[config.mk]
export PLATFORM = sky130hd
export DESIGN_NAME = wss_ctrl
export DESIGN_NICKNAME = d
export VERILOG_FILES = /design/src/sv/wss_pkg.sv /design/src/sv/wss_ctrl.sv
export SDC_FILE = /design/constraint.sdc
export NUM_CORES = 1
export LEC_CHECK = 0
export BUFFER_PORTS_ARGS = -buffer_cell sky130_fd_sc_hd__buf_2
export CORE_MARGIN = 1.5
export CORE_UTILIZATION = 25
export CTS_BUF_LIST = sky130_fd_sc_hd__clkbuf_4 sky130_fd_sc_hd__clkbuf_8 sky130_fd_sc_hd__clkbuf_16
export CTS_CLUSTER_SIZE = 14
export DETAILED_ROUTE_END_ITERATION = 16
export HOLD_SLACK_MARGIN = 0.02
export REMOVE_ABC_BUFFERS = 1
export SYNTH_ARGS = -nofsm -noshare
export SYNTH_HDL_FRONTEND = slang
export SYNTH_SLANG_ARGS = --single-unit
[constraint.sdc]
create_clock -name i_clk -period 2.8 [get_ports i_clk]
set_input_delay 0.14 -clock i_clk [delete_from_list [all_inputs] [get_ports i_clk]]
set_output_delay 0.14 -clock i_clk [all_outputs]
set_load 0.02 [all_outputs]
[src/sv/wss_pkg.sv]
`timescale 1ns / 1ps

package wss_pkg;

    // Line and store limits
    localparam int MAX_LINE     = 128;
    localparam int MAX_WORD_LEN = 16;
    localparam int MAX_WORDS    = 64;

    // Field widths
    localparam int CHAR_W = 8;
    localparam int LEN_W  = 5;
    localparam int HALF_W = 64;
    localparam int WORD_W = 2 * HALF_W;
    localparam int STAT_W = 2;
    localparam int NBYTES = WORD_W / CHAR_W;
    localparam int ENT_W  = WORD_W + LEN_W;

    // Store index, word count and line length widths
    localparam int AW     = (MAX_WORDS > 1) ? $clog2(MAX_WORDS) : 1;
    localparam int CW     = $clog2(MAX_WORDS + 1);
    localparam int LINE_W = $clog2(MAX_LINE + 1);

    // Delimiter characters
    localparam logic [CHAR_W-1:0] CH_COMMA = 8'h2C;
    localparam logic [CHAR_W-1:0] CH_SEMI  = 8'h3B;
    localparam logic [CHAR_W-1:0] CH_COLON = 8'h3A;
    localparam logic [CHAR_W-1:0] CH_DASH  = 8'h2D;
    localparam logic [CHAR_W-1:0] CH_DOT   = 8'h2E;
    localparam logic [CHAR_W-1:0] CH_BANG  = 8'h21;
    localparam logic [CHAR_W-1:0] CH_QUEST = 8'h3F;
    localparam logic [CHAR_W-1:0] CH_SPACE = 8'h20;

    // Result status codes
    typedef enum logic [STAT_W-1:0] {
        ST_OK    = 2'd0,
        ST_EMPTY = 2'd1,
        ST_OVF   = 2'd2
    } t_status;

    // Controller to datapath commands
    typedef struct packed {
        logic accept;
        logic pos_clr;
        logic pos_inc;
        logic k_load;
        logic k_dec;
        logic rd_k;
        logic wr_en;
        logic wr_shift;
        logic cur_clr;
        logic ovf_set;
        logic cnt_inc;
        logic out_ld;
        logic out_status;
        logic line_clr;
    } t_cmd;

    // Datapath to controller status
    typedef struct packed {
        logic need_finish;
        logic active;
        logic pos_at_cnt;
        logic hit_eq;
        logic hit_lt;
        logic full;
        logic k_at_pos;
        logic line_end;
        logic no_result_words;
        logic out_last;
    } t_sts;

    function automatic logic is_delim(input logic [CHAR_W-1:0] c);
        logic d;
        case (c) inside
            CH_COMMA, CH_SEMI, CH_COLON, CH_DASH,
            CH_DOT, CH_BANG, CH_QUEST, CH_SPACE: d = 1'b1;
            default: d = 1'b0;
        endcase
        return d;
    endfunction

    // Put the first character in the most significant byte
    function automatic logic [WORD_W-1:0] rev_bytes(input logic [WORD_W-1:0] w);
        logic [WORD_W-1:0] r;
        for (int i = 0; i < NBYTES; i++) begin
            r[(NBYTES-1-i)*CHAR_W +: CHAR_W] = w[i*CHAR_W +: CHAR_W];
        end
        return r;
    endfunction

endpackage

[src/sv/wss_ctrl.sv]
`timescale 1ns / 1ps

module wss_ctrl (
    input  logic           i_clk,
    input  logic           i_rst_n,
    input  logic           i_in_valid,
    input  logic           i_out_ready,
    input  wss_pkg::t_sts  i_sts,
    output logic           o_in_ready,
    output logic           o_out_valid,
    output wss_pkg::t_cmd  o_cmd
);

    typedef enum logic [12:0] {
        S_IDLE     = 13'b0000000000001,
        S_FIN_CHK  = 13'b0000000000010,
        S_SCAN_RD  = 13'b0000000000100,
        S_SCAN_CMP = 13'b0000000001000,
        S_INS_CHK  = 13'b0000000010000,
        S_SHIFT_RD = 13'b0000000100000,
        S_SHIFT_WR = 13'b0000001000000,
        S_INSERT   = 13'b0000010000000,
        S_WDONE    = 13'b0000100000000,
        S_EMIT     = 13'b0001000000000,
        S_OUT_RD   = 13'b0010000000000,
        S_OUT_LD   = 13'b0100000000000,
        S_OUT_HOLD = 13'b1000000000000
    } t_state;

    t_state r_state, n_state;

    assign o_in_ready  = (r_state == S_IDLE);
    assign o_out_valid = (r_state == S_OUT_HOLD);

    // Sequence word insertion and result readout
    always_comb begin
        n_state = r_state;
        o_cmd   = '0;
        unique case (r_state)
            S_IDLE: begin
                o_cmd.accept = i_in_valid;
                if (i_in_valid && i_sts.need_finish) begin
                    n_state = S_FIN_CHK;
                end
            end
            S_FIN_CHK: begin
                if (i_sts.active) begin
                    o_cmd.pos_clr = 1'b1;
                    n_state       = S_SCAN_RD;
                end else begin
                    n_state = S_WDONE;
                end
            end
            S_SCAN_RD: begin
                n_state = i_sts.pos_at_cnt ? S_INS_CHK : S_SCAN_CMP;
            end
            S_SCAN_CMP: begin
                if (i_sts.hit_eq) begin
                    n_state = S_WDONE;
                end else if (i_sts.hit_lt) begin
                    n_state = S_INS_CHK;
                end else begin
                    o_cmd.pos_inc = 1'b1;
                    n_state       = S_SCAN_RD;
                end
            end
            S_INS_CHK: begin
                if (i_sts.full) begin
                    o_cmd.ovf_set = 1'b1;
                    n_state       = S_WDONE;
                end else begin
                    o_cmd.k_load = 1'b1;
                    n_state      = S_SHIFT_RD;
                end
            end
            S_SHIFT_RD: begin
                if (i_sts.k_at_pos) begin
                    n_state = S_INSERT;
                end else begin
                    o_cmd.rd_k = 1'b1;
                    n_state    = S_SHIFT_WR;
                end
            end
            S_SHIFT_WR: begin
                o_cmd.wr_en    = 1'b1;
                o_cmd.wr_shift = 1'b1;
                o_cmd.k_dec    = 1'b1;
                n_state        = S_SHIFT_RD;
            end
            S_INSERT: begin
                o_cmd.wr_en   = 1'b1;
                o_cmd.cnt_inc = 1'b1;
                n_state       = S_WDONE;
            end
            S_WDONE: begin
                o_cmd.cur_clr = 1'b1;
                n_state       = i_sts.line_end ? S_EMIT : S_IDLE;
            end
            S_EMIT: begin
                if (i_sts.no_result_words) begin
                    o_cmd.out_status = 1'b1;
                    n_state          = S_OUT_HOLD;
                end else begin
                    o_cmd.pos_clr = 1'b1;
                    n_state       = S_OUT_RD;
                end
            end
            S_OUT_RD: begin
                n_state = S_OUT_LD;
            end
            S_OUT_LD: begin
                o_cmd.out_ld = 1'b1;
                n_state      = S_OUT_HOLD;
            end
            S_OUT_HOLD: begin
                if (i_out_ready) begin
                    if (i_sts.out_last) begin
                        o_cmd.line_clr = 1'b1;
                        n_state        = S_IDLE;
                    end else begin
                        o_cmd.pos_inc = 1'b1;
                        n_state       = S_OUT_RD;
                    end
                end
            end
            default: begin
                n_state = S_IDLE;
            end
        endcase
    end

    always_ff @(posedge i_clk) begin
        if (!i_rst_n) begin
            r_state <= S_IDLE;
        end else begin
            r_state <= n_state;
        end
    end

endmodule

# Word level (Yosys, flattened, before mapping)
# Index checks and enable logic that the tools add are counted.
[word_totals]
output_inout_bits = 16
register_bits = 13
input_bits = 14
elab_cells = 56
[op_classes]
n_mux = 37
n_eq_ne = 15
reduce_logical = 3
[op_table]
columns = ["op", "n"]
rows = [
  ["one-hot mux 13 bit (13 select lines)", 1],
  ["2-to-1 mux 13 bit", 4],
  ["2-to-1 mux 1 bit", 23],
  ["2-to-1 mux 9 bit", 2],
  ["equality test 13 x 1 -> 1 bit, second input constant", 1],
  ["equality test 13 x 10 -> 1 bit, second input constant", 1],
  ["equality test 13 x 11 -> 1 bit, second input constant", 1],
  ["equality test 13 x 12 -> 1 bit, second input constant", 1],
  ["equality test 13 bit, second input constant", 1],
  ["equality test 13 x 2 -> 1 bit, second input constant", 1],
  ["equality test 13 x 3 -> 1 bit, second input constant", 1],
  ["equality test 13 x 4 -> 1 bit, second input constant", 1],
  ["equality test 13 x 5 -> 1 bit, second input constant", 1],
  ["equality test 13 x 6 -> 1 bit, second input constant", 1],
  ["equality test 13 x 7 -> 1 bit, second input constant", 1],
  ["equality test 13 x 8 -> 1 bit, second input constant", 1],
  ["equality test 13 x 9 -> 1 bit, second input constant", 1],
  ["2-to-1 mux 11 bit", 1],
  ["2-to-1 mux 10 bit", 1],
  ["2-to-1 mux 5 bit", 2],
  ["2-to-1 mux 8 bit", 1],
  ["one-hot mux 1 bit (2 select lines)", 2],
  ["inequality test 2 x 1 -> 1 bit, second input constant", 1],
  ["inequality test 2 bit, second input constant", 1],
  ["other kinds (3)", 3],
]

# Depth between registers and ports, before layout
# Gate-level depths: netlist of run 1.
[logic_depth]
word_depth = 3
ltp_mapped = 6

# Least setup slack after synthesis of run 1
# No wires, ideal clock.
[synth_timing]
path_kind = "register to output"
start = "reg r_state[10]"
end = "out o_cmd[0] (netlist name)"
arrival_ps = 1834
path_slack_ps = 826
path_stages_with_launch = 7
n_path_buf = 1
cell_sequence = "dfxtp_1 > buf_6 > or4_4 > nand2b_4 > and4bb_2 > nand2_2 > nor2_1"
[synth_rtl]
columns = ["item", "line", "source"]
rows = [
  ["start, declared", "wss_ctrl.sv:30", "t_state r_state, n_state;"],
  ["start signal, assigned", "wss_ctrl.sv:136", "r_state <= n_state;"],
  ["end, declared", "wss_ctrl.sv:11", "output wss_pkg::t_cmd o_cmd"],
]

==> results of run 1 <==
[where the power goes]
| part | internal (mW) | total [mW] | leakage [nW] | switching (mW) |
|---|---|---|---|---|
| sequential | 0.205 | 0.250 | 0.105 | 0.0449 |
| combinational | 0.141 | 0.351 | 0.415 | 0.210 |
| clock | 0.110 | 0.181 | 0.0262 | 0.0710 |
| total | 0.456 | 0.782 | 0.547 | 0.326 |
[stage by stage]
stage	instances	total power [mW]	setup WS, ns	util	area [um^2]
6_report	197	0.782	0.629	0.323	1190
5_1_grt	197	0.836	0.452	0.323	1190
4_1_cts	197	0.788	0.622	0.323	1190
3_5_place_dp	193	0.603	0.894	0.309	1140
3_3_place_gp	193	0.601	0.884	0.309	1140
2_1_floorplan	116	0.503	0.853	-	936
[cell type report]
class,instances,area (um^2),share of cell area
clock buffer,4,48.8,0.0410
inverter,4,15.0,0.0126
multi-input combinational,99,661,0.555
sequential,13,260,0.219
tap,48,60.1,0.0505
timing repair buffer,29,145,0.122
[final timing paths]
kind	start	end	slack, ns	cells past startpoint
max	r_state[10]$_SDFFE_PN0P_	o_cmd[11]	0.63	6
max reg2reg	r_state[2]$_SDFFE_PN0P_	r_state[5]$_SDFFE_PN0P_	0.93	5
min reg2reg	r_state[8]$_SDFFE_PN0P_	r_state[11]$_SDFFE_PN0P_	0.52	1
min	i_sts[3]	r_state[6]$_SDFFE_PN0P_	0.09	2
[synth_stat cells, types with 2 or more instances]
master / number / area (um^2)
nor2_1: 15 / 56.3
dfxtp_1: 13 / 260
nand2_1: 10 / 37.5
a21oi_1: 8 / 40.0
nor2b_1: 5 / 31.3
inv_1: 4 / 15.0
nor3_1: 4 / 20.0
o21ai_1: 4 / 20.0
and3_1: 3 / 18.8
nand3_1: 3 / 15.0
nand4_1: 3 / 18.8
nor3b_1: 3 / 22.5
o21ai_0: 3 / 15.0
and3b_1: 2 / 17.5
nand2_2: 2 / 12.5
nand2b_1: 2 / 12.5
nor4_4: 2 / 42.5
or4_4: 2 / 22.5
xor2_1: 2 / 17.5
[worst max-delay path: stages, from the launching register on]
cell and delay [ns]:
dfxtp_1 0.39, or4_4 0.52, nand2b_4 0.17, and4bb_2 0.37
nand2_2 0.08, o21ai_2 0.10, buf_2 0.17
[placed cells by master (no fill, tap or decap), types with 4 or more instances in the layout]
master   Yosys  layout
nor2_1      15      15
nand2_1     10      10
nor2b_1      5       5
inv_1        4       4
a21oi_1      8       8
dfxtp_1     13      13
nor3_1       4       4
o21ai_1      4       4
buf_2        1      29
[routing by layer]
metal | wire length, um | up-vias | global-route usage
met2 | 982 | 36 | 0.179
met3 | 227 | 7 | 0.0486
met5 | 0 | - | 0
met1 | 1250 | 434 | 0.165
met4 | 37 | 0 | 0.0339
li1 | - | 503 | -
[cells by family after synthesis]
kind of cell	Yosys count	synth area share
and+or+nand+nor	70	0.484
AOI/OAI and AO/OA	27	0.183
DFF	13	0.270
buffers and inverters	8	0.0441
xor gates and xnor gates	2	0.0182
==> metrics.csv, run 1 <==
stage,metric,value,unit
final_layout,biggest regs,r_state x13,
power_and_ir_drop,Pwr Density,657,nW/um^2
synthesis,Syn Area/Cell,8.03,um^2
cts,clock slew at reported path FFs,0.06,ns
final_layout,Final #Nets,164,
synthesis,Syn. warnings,0,
synthesis,Post-synth ARST share,0,
setup_path,CP Capture Type,output port,
detailed_routing,Via Count,980,
detailed_routing,DR vias/cell,4.97,
timing,final critical-path required period,2.17,ns
grt,pin count of the biggest net entering global routing,11,
setup_path,CP required,2.66,ns
detailed_routing,Post-DRT Antenna Nets,0,
setup_path,CP Launch Type,flip-flop,
power_and_ir_drop,Pleak,0.547,nW
hold_path,HP Class,in2reg,
place,routability cong.,0.775,
timing,RSZ-0062 raised after global routing,false,
setup_path,WS Path Type,reg2out,
cts,post-CTS sizing,0,
synthesis,Yosys reg bits,13,
cts,TritonCTS Sinks,13,
grt,GRT Overall Usage,0.122,
final_layout,Synth-to-Final Area Change,23.5,%
grt,vias in the first global route,842,
timing,Tcrit/Tclk final,0.775,
final_layout,Fill cells,420,
synthesis,post-synthesis sequential area ratio,0.270,
floorplan,Die Span Y,65.1,um
synthesis,synthesized area,963,um^2
floorplan,row cnt,22,
cts,H-tree levels,1,
grt,aggregate global routing overflow,0,
timing,Slew @ Worst Pin,0.700,ns
timing,Hold Slack,0.0897,ns
final_layout,Largest register FFs,13,
floorplan,Die Span X,65.1,um
place,I/O Buffers,29,
synthesis,Syn Inst Count,120,
run,Max Cap Viol,0,
floorplan,Initial Util,0.261,
timing,Fin Setup TNS,0,ns
floorplan,die area,4240,um^2
cts,Post-CTS Setup Bufs,0,
power_and_ir_drop,VDD IR max,0.230,mV
cts,Max Buffers Root-to-Sink,2,
synthesis,count of cell types in the netlist,49,
cts,hold buffer count at cts,0,
cts,clock root buffer,clkbuf_8,
detailed_routing,Total Wirelength,2.50,mm
grt,antenna violations before repair,0,
floorplan,IO Pins,30,
final_layout,layout cell share with drive strength beyond 1,0.315,
timing,max-slew violation count,0,
detailed_routing,DRC Markers,0,
detailed_routing,DR iter-0 viols,23,
timing,Setup Skew,0.000985,ns
final_layout,Ant. Diodes,0,
synthesis,Synth Flop Type,dfxtp_1,
timing,relative max-transition margin,0.527,
synthesis,number of synthesized flops with an enable pin,0,
place,detailed placer's ending HPWL,1.99,mm
cts,Clock Latency Late Sink,0.25,ns
timing,Final Hold Viols,0,
detailed_routing,drt wl/cell,12.7,um
floorplan,Placeable Area,3690,um^2
outcome,status,finished clean,
final_layout,Top reg by flops,r_state,
setup_path,worst path arrival time,2.03,ns
timing,Final setup viols,0,
detailed_routing,drt first pass iters,4,
cts,TritonCTS clock tree,done,
timing,fmax,461,MHz
cts,CTS buffer count,3,
setup_path,Crit Path Max Fanout,10,
grt,first-pass GRT wire length,3.93,mm
Note: power is estimated with default switching activity, not from simulation.
==> run 2: changes to the inputs <==
==> constraint.sdc (replaced) <==
create_clock -name i_clk -period 2.03 [get_ports i_clk]
set_input_delay 0.1015 -clock i_clk [delete_from_list [all_inputs] [get_ports i_clk]]
set_output_delay 0.1015 -clock i_clk [all_outputs]
set_load 0.02 [all_outputs]
==> run 2 against run 1 <==
The run now ends with setup timing left; via count rose by 5.0%; sequential cell count did not move; register-to-register slack got worse by 0.81 ns; setup slack got worse by 0.67 ns; wire length rose by 9.4%; sequential share of layout area fell by 1.1 points; first-iteration DRC count rose by 91%; highest routed layer unchanged.
==> metrics.csv, run 2 (same netlist as run 1, synthesis figures left out) <==
stage,metric,value,unit
cts,Max Buffers Root-to-Sink,2,
timing,Worst Slack Setup Final,-0.0429,ns
hold_path,HP Class,in2reg,
detailed_routing,drt first pass iters,4,
detailed_routing,Total Wirelength,2.73,mm
floorplan,IO Pins,30,
power_and_ir_drop,VDD IR max,0.298,mV
cts,Clock Latency Late Sink,0.25,ns
floorplan,Die Span Y,65.1,um
cts,TritonCTS clock tree,done,
power_and_ir_drop,Overall Power,1.18,mW
setup_path,CP Launch Type,flip-flop,
timing,Final Hold Viols,0,
place,detailed placer's ending HPWL,2.05,mm
timing,Setup Skew,0.00540,ns
final_layout,Synth-to-Final Area Change,37.1,%
place,I/O Buffers,29,
final_layout,"most common cell after layout, fill and taps aside",buf_2,
timing,fmax,482,MHz
setup_path,"CP delay by family, top",simple AND/OR/NAND/NOR gates,
cts,clock root buffer,clkbuf_8,
setup_path,worst-path cell chain,or4_4 > nand2b_4 > and4bb_2 > nand2_2 > nor2_1 > buf_4,
final_layout,Final #Nets,173,
outcome,status,finished with violations,
detailed_routing,Via Count,1029,
run,Max Cap Viol,0,
grt,pin count of the biggest net entering global routing,11,
timing,Slew @ Worst Pin,0.474,ns
final_layout,Largest register FFs,13,
final_layout,Final Instance Area,1320,um^2
detailed_routing,DR vias/cell,5.00,
timing,final critical-path required period,2.07,ns
grt,vias in the first global route,932,
outcome,failing checks,setup timing,
final_layout,Top reg by flops,r_state,
final_layout,Fill cells,399,
cts,H-tree levels,1,
timing,Final setup viols,2,
final_layout,most frequent cells in the layout,"buf_2, nor2_1, buf_4",
setup_path,CP Buf/Inv Count,1,
final_layout,layout cell share with drive strength beyond 1,0.418,
final_layout,Ant. Diodes,0,
timing,Tcrit/Tclk final,1.02,
timing,Fin Setup TNS,-0.0756,ns
final_layout,biggest regs,r_state x13,
setup_path,CP max stage delay,0.56,ns
setup_path,CP Capture Type,output port,
detailed_routing,DRC Markers,0,
final_layout,register area,274,um^2
setup_path,Crit Path Max Fanout,6,
floorplan,row cnt,22,
timing,RSZ-0062 raised after global routing,true,
setup_path,WS Path Type,reg2out,
place,Area after DPL,1170,um^2
grt,aggregate global routing overflow,0,
floorplan,Placeable Area,3690,um^2
timing,relative max-transition margin,0.679,
final_layout,area occupied by multi-input gates,691,um^2
cts,CTS buffer count,3,
place,routability cong.,0.790,
grt,first-pass GRT wire length,4.42,mm
detailed_routing,DR iter-0 viols,44,
setup_path,CP max stage cell,or4_4,
setup_path,worst path arrival time,1.97,ns
power_and_ir_drop,Pwr Density,897,nW/um^2
power_and_ir_drop,Pleak,0.597,nW
floorplan,Die Span X,65.1,um
cts,clock slew at reported path FFs,0.06,ns
floorplan,die area,4240,um^2
grt,antenna violations before repair,0,
timing,max-slew violation count,0,
cts,TritonCTS Sinks,13,
floorplan,Initial Util,0.261,
setup_path,CP required,1.93,ns
grt,GRT Overall Usage,0.135,
detailed_routing,drt wl/cell,13.3,um
detailed_routing,Post-DRT Antenna Nets,0,
[run 2: cell count changes in the layout (fill, tap and decap cells not counted), moves of 2 or more]
cell	previous run	this run
buf_4	0	12
dfxtp_2	0	2
buf_2	29	24
buf_6	0	2
dfxtp_1	13	8
dfxtp_4	0	3
[run 2: timing repair]
item                       4_1_cts  5_1_grt
setup endpoints to repair        3        9
resized for setup                3       19
hold buffers                     0        0
cloned                           0        0
pin swaps                        1        7
buffers inserted                 1        4
[run 2: metrics by stage]
| stage | hold slack, ns | setup slack [ns] | cells | util |
|---|---|---|---|---|
| 6_report | 0.0563 | -0.0429 | 206 | 0.358 |
| 5_1_grt | 0.0611 | -0.107 | 206 | 0.358 |
| 4_1_cts | 0.0437 | 0.00410 | 202 | 0.334 |
| 3_5_place_dp | 0.305 | 0.196 | 197 | 0.318 |
| 3_3_place_gp | 0.304 | 0.212 | 197 | 0.318 |
| 2_1_floorplan | 0.181 | 0.121 | 116 | - |
[run 2: routing by layer]
layer  up-vias  share of wire  track usage
met5         -              0            0
met4         0         0.0092       0.0313
met3         4          0.059       0.0382
met2        33           0.44        0.213
met1       475           0.49        0.183
li1        517              -            -
[run 2: path summary, 6_finish.rpt]
| check | startpoint | to | slack (ns) | depth (start not counted) |
|---|---|---|---|---|
| setup / recovery | r_state[9]$_SDFFE_PN0P_ | o_cmd[0] | -0.04 | 6 |
| hold / removal | i_sts[3] | r_state[6]$_SDFFE_PN0P_ | 0.06 | 2 |
| setup reg to reg | r_state[3]$_SDFFE_PN0P_ | r_state[0]$_SDFFE_PN1P_ | 0.12 | 7 |
| hold reg to reg | r_state[8]$_SDFFE_PN0P_ | r_state[11]$_SDFFE_PN0P_ | 0.47 | 1 |
[run 2: report_power, final]
| part | switching, mW | total [mW] | internal, mW |
|---|---|---|---|
| sequential | 0.0712 | 0.350 | 0.279 |
| clock | 0.102 | 0.254 | 0.152 |
| combinational | 0.315 | 0.581 | 0.265 |
[run 2: area by class of cell]
class | instances | area share
clock buffers | 4 | 0.0369
inverters | 4 | 0.0114
multi-input cells | 99 | 0.523
flip-flops and latches | 13 | 0.207
well taps | 48 | 0.0455
repair buffers | 38 | 0.176
[run 2: worst register-to-register path, delay by kind of cell, from the launching register on]
kind / cells / cell delay (ns)
AND/OR/NAND/NOR: 1 / 0.57
flip-flops: 1 / 0.36
AO/OA/AOI/OAI: 4 / 0.56
buffers and inverters: 2 / 0.30
